## src/rtl/bos_pkg.sv

```systemverilog
// Shared types and constants of the box overlap score block.
package bos_pkg;

   localparam int COORD_BITS      = 24;
   localparam int SIZE_BITS       = 20;
   localparam int SCORE_FRAC_BITS = 16;
   localparam int SCORE_BITS      = SCORE_FRAC_BITS + 2;

   // Edges on doubled coordinates: 2*center -/+ extent
   localparam int EDGE_BITS = ((COORD_BITS > SIZE_BITS) ? COORD_BITS : SIZE_BITS) + 2;
   // Every area (overlap, boxes, union, enclosing box)
   localparam int AREA_BITS = (2 * EDGE_BITS < 64) ? 2 * EDGE_BITS : 64;
   localparam int SHL_BITS  = (AREA_BITS < 64) ? AREA_BITS + 1 : 64;
   localparam int QUO_BITS  = SCORE_FRAC_BITS + 1;
   localparam int DIV_STAGES = SCORE_FRAC_BITS + 1;
   localparam int PROD_BITS = 2 * AREA_BITS;
   localparam int PSUM_BITS = (2 * AREA_BITS < 128) ? 2 * AREA_BITS + 1 : 128;

   localparam int QUEUE_DEPTH = 4;

   localparam logic [1:0] OP_IOU  = 2'd0;
   localparam logic [1:0] OP_IOS  = 2'd1;
   localparam logic [1:0] OP_GIOU = 2'd2;

   localparam logic signed [SCORE_BITS-1:0] SCORE_ONE =
      SCORE_BITS'(1) <<< SCORE_FRAC_BITS;

   typedef struct packed {
      logic [1:0]                   op;
      logic signed [COORD_BITS-1:0] box_a_x;
      logic signed [COORD_BITS-1:0] box_a_y;
      logic [SIZE_BITS-1:0]         box_a_wid;
      logic [SIZE_BITS-1:0]         box_a_len;
      logic signed [COORD_BITS-1:0] box_b_x;
      logic signed [COORD_BITS-1:0] box_b_y;
      logic [SIZE_BITS-1:0]         box_b_wid;
      logic [SIZE_BITS-1:0]         box_b_len;
   } req_type;

   typedef struct packed {
      logic signed [SCORE_BITS-1:0] score;
      logic                         degenerate;
   } rsp_type;

   // Classified pair handed from front to back
   typedef struct packed {
      logic [1:0]           op;
      logic [AREA_BITS-1:0] inter;
      logic [AREA_BITS-1:0] uni;
      logic [AREA_BITS-1:0] small_area;
      logic [AREA_BITS-1:0] conv;
   } work_type;

endpackage

```

## src/rtl/bos_queue.sv

```systemverilog
// Short flop queue between the front and back ends.
module bos_queue (
   input  logic              clock,
   input  logic              reset,
   input  logic              in_valid,
   output logic              in_ready,
   input  bos_pkg::work_type in_data,
   output logic              out_valid,
   input  logic              out_ready,
   output bos_pkg::work_type out_data
);
   import bos_pkg::*;

   localparam int PTR_BITS = $clog2(QUEUE_DEPTH);

   work_type             mem_ff [QUEUE_DEPTH];
   logic [PTR_BITS-1:0]  wr_ptr_ff, rd_ptr_ff;
   logic [PTR_BITS:0]    count_ff, count_in;
   logic                 push, pop;

   assign in_ready  = (count_ff != (PTR_BITS+1)'(QUEUE_DEPTH));
   assign out_valid = (count_ff != '0);
   assign push      = in_valid && in_ready;
   assign pop       = out_valid && out_ready;
   assign out_data  = mem_ff[rd_ptr_ff];

   always_comb begin
      count_in = count_ff;
      if (push && !pop) count_in = count_ff + 1'b1;
      else if (pop && !push) count_in = count_ff - 1'b1;
   end

   always_ff @(posedge clock) begin
      if (reset) begin
         wr_ptr_ff <= '0;
         rd_ptr_ff <= '0;
         count_ff  <= '0;
      end else begin
         if (push) wr_ptr_ff <= wr_ptr_ff + 1'b1;
         if (pop) rd_ptr_ff <= rd_ptr_ff + 1'b1;
         count_ff <= count_in;
      end
   end

   always_ff @(posedge clock) begin
      if (push) mem_ff[wr_ptr_ff] <= in_data;
   end

endmodule

```

## config.mk

```make
export PLATFORM = sky130hd
export DESIGN_NAME = bos_queue
export DESIGN_NICKNAME = d
export VERILOG_FILES = /design/src/rtl/bos_pkg.sv /design/src/rtl/bos_queue.sv
export SDC_FILE = /design/constraint.sdc
export NUM_CORES = 1
export LEC_CHECK = 0
export BUFFER_PORTS_ARGS = -buffer_cell sky130_fd_sc_hd__buf_4
export CELL_PAD_IN_SITES_DETAIL_PLACEMENT = 1
export CELL_PAD_IN_SITES_GLOBAL_PLACEMENT = 1
export CORE_ASPECT_RATIO = 1.1
export CORE_UTILIZATION = 46
export CTS_CLUSTER_DIAMETER = 40
export DETAILED_ROUTE_END_ITERATION = 10
export HOLD_SLACK_MARGIN = 0.15
export PLACE_DENSITY_LB_ADDON = 0.1
export SLEW_MARGIN = 10
export SYNTH_ARGS = -nofsm -noshare
export SYNTH_HDL_FRONTEND = slang
export SYNTH_SLANG_ARGS = --single-unit
```

## constraint.sdc

```tcl
create_clock -name clock -period 5.6 [get_ports clock]
set_input_delay 0.28 -clock clock [delete_from_list [all_inputs] [get_ports clock]]
set_output_delay 0.28 -clock clock [all_outputs]
set_load 0.02 [all_outputs]
```

# Yosys cells after proc, flatten, opt, wreduce, memory -nomap -nowiden
# Memory sizes are Yosys's and may differ from the RTL's. A register that Yosys moved wholly into a read port is not among the register bits.
# Index checks and enable logic that the tools add are counted.
# classes
n_eq_ne,1
muxes,6
addsub,4
reduce_logical,8
# op_table
cell,count
$mux W3,2
$add A2 B1 Y2 const B,2
$logic_and A1 B1 Y1,4
$mux W2,2
$add A3 B1 Y3 const B,1
$ne A3 B3 Y1 const B,1
$reduce_bool A3 Y1,1
$sub A3 B1 Y3 const B,1
$logic_not A1 Y1,2
$mux W1,2
$reduce_bool A2 Y1,1
# word_totals
regBits,7
inputBits,214
elab_cells,23
ramBits,840
output_inout_bits,212
mem_count,1
# memory_table
name,depth,width,rd,rd_ports_with_merged_regs,write_ports,line,rtl
mem_ff,4,210,1,1,1,bos_queue.sv:16,work_type mem_ff [QUEUE_DEPTH];

# Depth between registers and ports, before layout
# logic_depth
depth_word,6
ltp_mapped,8
depth_no_buf,8

# Least setup slack after synthesis
# No wires, ideal clock.
# synth_path
path_kind,register to register
start,register count_ff[0]
end,"memory mem_ff[2][0] (netlist bit), enable pin"
arrival_time_ns,5.586
stages_incl_launch_ff,4
path_buffers,0
required_ns,5.003
period_less_slack_ns,6.182
path_slack_ns,-0.582
setup_time_ns,0.597
cell_sequence,dfxtp_1 -> nor2_1 -> a21boi_2 -> and2_1
# synth_between
elab_chain_len,4
# synth_rtl
element,line,rtl
from (decl),bos_queue.sv:18,"logic [PTR_BITS:0] count_ff, count_in;"
from (signal assigned),bos_queue.sv:41,count_ff <= count_in;
$ne A3 B3 Y1,bos_queue.sv:21,assign in_ready = (count_ff != (PTR_BITS+1)'(QUEUE_DEPTH));
$logic_and A1 B1 Y1,bos_queue.sv:23,assign push = in_valid && in_ready;
net push,bos_queue.sv:19,"logic push, pop;"
$mux W1,bos_queue.sv:46,if (push) mem_ff[wr_ptr_ff] <= in_data;
$mux W1 (implied by the code),bos_queue.sv:46,
to (decl),bos_queue.sv:16,
# The timed path passes the listed nets, and every way through them passes these cells.

==> results.cfg <==
[placement]
place.port_buffers = 425
place_ws_ps = 2797
dp_cells = 2396
hpwl_um = 38730
place.gp.congestion = 0.7154
dpl_cell_area_sq_mm = 0.03495

[setup_path]
start_kind = flip-flop
cp_max_fo = 43
cp_common_cell = buf_4
endpoint_kind = primary output
cp_num_cells = 3
required_ps = 5320
r2r_slack_ps = 2900
path_buf_inv = 2
slowest_stage = dfxtp_4
rr_worst_depth = 4
cp_slowest_stage_delay_ps = 980
cpLargestDelayFamily = flip-flops
cp_cell_sequence = buf_4 -> mux4_2 -> buf_4
timing_worst_setup_path_type = reg2out
worstPathArrival_ps = 3040

[timing]
fin_crit_ps = 3322
final-max-slew-violation-count = 0
finalHoldViolCount = 0
worst_slew_pin_slew_ps = 983.7
slew-limit-headroom = 0.3442
setup_viol = 0
grt_setup_unrepaired = no
fin_tns_setup_ps = 0
hold_slack_ps = 359.6
maxClockFrequency_mhz = 301.0
setup_ws_ps = 2278
finalClockSkew_ps = 33.36
timing.final.crit_share = 0.5932

[clock_network]
cts_max_path_buffers = 3
post_cts_resized = 0
numClockSinks = 849
cts_tree = done
root_buffer = clkbuf_16
path_clk_slew_ps = 60
clk_latency_ps = 670
ctsHtreeMaxLevel = 3
cts_made_buffers = 113

[routing]
drtIter0Drc = 701
wl_per_cell_um = 24.05
firstDrtPassIters = 6
viasPerCell = 5.213
drc = 0
num_vias = 14750
routed_wl_um = 68050
drtAntennaViolNets = 0

[global_routing]
grt_max_degree = 107
antenna_found_initial = 8
grt_usage = 0.2004
grt_pass1_wl_um = 102000
grt_pass1_vias = 16450
grt-ovfl-total = 0

[pwr]
switchingPower_mw = 5.760
swShare = 0.2812
powerDensity_mw_per_mm2 = 497.8
p_seq_frac = 0.390
p_leak_nw = 14.00
power_frac_comb = 0.243
ir_drop_v = 0.0003453
power_frac_clock = 0.367
power_mw = 20.49
internal-power_mw = 14.73

[cells_and_area]
fin_nets = 2087
stdcell_count = 2829
finalInstanceArea_sq_mm = 0.04116
layout-drive-gt1-share = 0.4359
final_util = 0.6188
area_delta_synth_final_pct = 32.81
fillers = 5396

[die]
num_rows = 99
die_w_um = 249.5
die-area_sq_mm = 0.06841
die_y_um = 274.2
core-area_sq_mm = 0.06652
ioPinCount = 426
initial_core_util = 0.4659

[synthesis]
synth_nets = 1365
synth-seq-cells = 849
syn_area_sq_mm = 0.03099
synth_cell_types = 24
yosysWarnings = 0
syn_area_per_cell_sq_um = 27.07
synthCells = 1145
ys_seq_area_frac = 0.8198

[hold_path]
hold_class = in2reg
min_path_cells = 2

[run_status]
status = completed

[run]
max_cap_violations = 0
==> cell usage in the layout (no fill, tap or decap), types with 5 or more instances in the layout <==
cell,n
clkinv_2,13
clkinvlp_4,17
inv_6,16
clkbuf_1,10
buf_4,430
buf_12,11
clkinv_1,6
nor2_1,8
edfxtp_1,840
bufinv_16,20
ha_1,5
clkbuf_16,113
clkinv_4,13
diode_2,5
dfxtp_1,7
mux4_2,210
dlygate4sd3_1,214
==> layer usage <==
metal | wire (um) | part of all wire | GRT usage | vias to the layer above
met4 | 1213 | 0.018 | 0.05848 | 8
li1 | - | - | - | 6475
met2 | 34770 | 0.51 | 0.3353 | 408
met5 | 55 | 0.00081 | 0 | -
met1 | 27410 | 0.40 | 0.2548 | 7764
met3 | 4603 | 0.068 | 0.05971 | 92
==> worst paths after layout <==
| kind | startpoint | endpoint |
|---|---|---|
| worst min register to register | rd_ptr_ff[1] | rd_ptr_ff[1] |
| worst min-delay path | in_data[169] | mem_ff[1][169] |
| worst max-delay path | flip-flop | out_data[207] |
| worst max register to register | count_ff[0] | mem_ff[1][191] |
==> repair_timing <==
action | in CTS | in global routing
hold buffers | 214 | 0
endpoints found under the hold margin | 849 | 0
setup buffers | 0 | 0
endpoints found under the setup margin | 0 | 0
==> cells in the mapped netlist <==
| library cell | n | share of area |
|---|---|---|
| a21boi_2 | 1 | 0.00036 |
| a21oi_1 | 1 | 0.00016 |
| and2_1 | 4 | 0.00081 |
| buf_12 | 22 | 0.014 |
| buf_2 | 20 | 0.0032 |
| buf_4 | 1 | 0.00024 |
| buf_6 | 1 | 0.00036 |
| clkbuf_1 | 4 | 0.00048 |
| dfxtp_1 | 9 | 0.0058 |
| edfxtp_1 | 840 | 0.81 |
| fa_1 | 1 | 0.00065 |
| ha_1 | 5 | 0.0020 |
| inv_1 | 3 | 0.00036 |
| mux2_2 | 1 | 0.00036 |
| mux2i_1 | 2 | 0.00065 |
| mux4_2 | 210 | 0.15 |
| nand2_1 | 1 | 0.00012 |
| nand2b_1 | 2 | 0.00040 |
| nor2_1 | 8 | 0.00097 |
| o21ai_0 | 1 | 0.00016 |
| o311ai_0 | 1 | 0.00028 |
| o31ai_1 | 1 | 0.00024 |
| or3_1 | 2 | 0.00040 |
| xor2_1 | 4 | 0.0011 |
==> power by group through the flow <==
stage / clock network [mW] / logic (mW) / registers [mW]
2_1_floorplan: 0 / 3.32 / 8.00
4_1_cts: 7.68 / 5.09 / 8.01
3_3_place_gp: 0 / 4.94 / 8.09
6_report: 7.52 / 4.98 / 7.99
3_5_place_dp: 0 / 4.93 / 8.13
5_1_grt: 7.91 / 5.27 / 8.06
==> cell type report <==
class                   count  area [sq um]  area share
inverters                   3         11.26   0.0002736
clock inverters            91          1184     0.02876
well taps                 858          1074     0.02608
multi-input cells         245          5010      0.1217
repair buffers            655          5590      0.1358
diodes                      5         12.51   0.0003040
clock buffers             123          2865     0.06962
flip-flops and latches    849         25410      0.6174
==> state kept, by name (all words and copies together), names as in the netlist, named ones only <==
name	count
wr_ptr_ff	2
rd_ptr_ff	2
count_ff	3
mem_ff	840
==> worst register-to-register path, stage by stage, from the launching register on <==
cell	delay (ps)
dfxtp_1	440
nor2_1	110
a21boi_2	320
and2_4	810
buf_12	550
==> cells by family after synthesis <==
logic type	after synthesis	share of synthesized area
DFF	849	0.8198
buffers and inverters	51	0.01890
xor gates and xnor gates	4	0.001130
adders and majority gates	6	0.002665
muxes	213	0.1536
and+or+nand+nor	17	0.002705
AOI/OAI and AO/OA	5	0.001211
No activity file was read; power rests on OpenSTA's default activity.
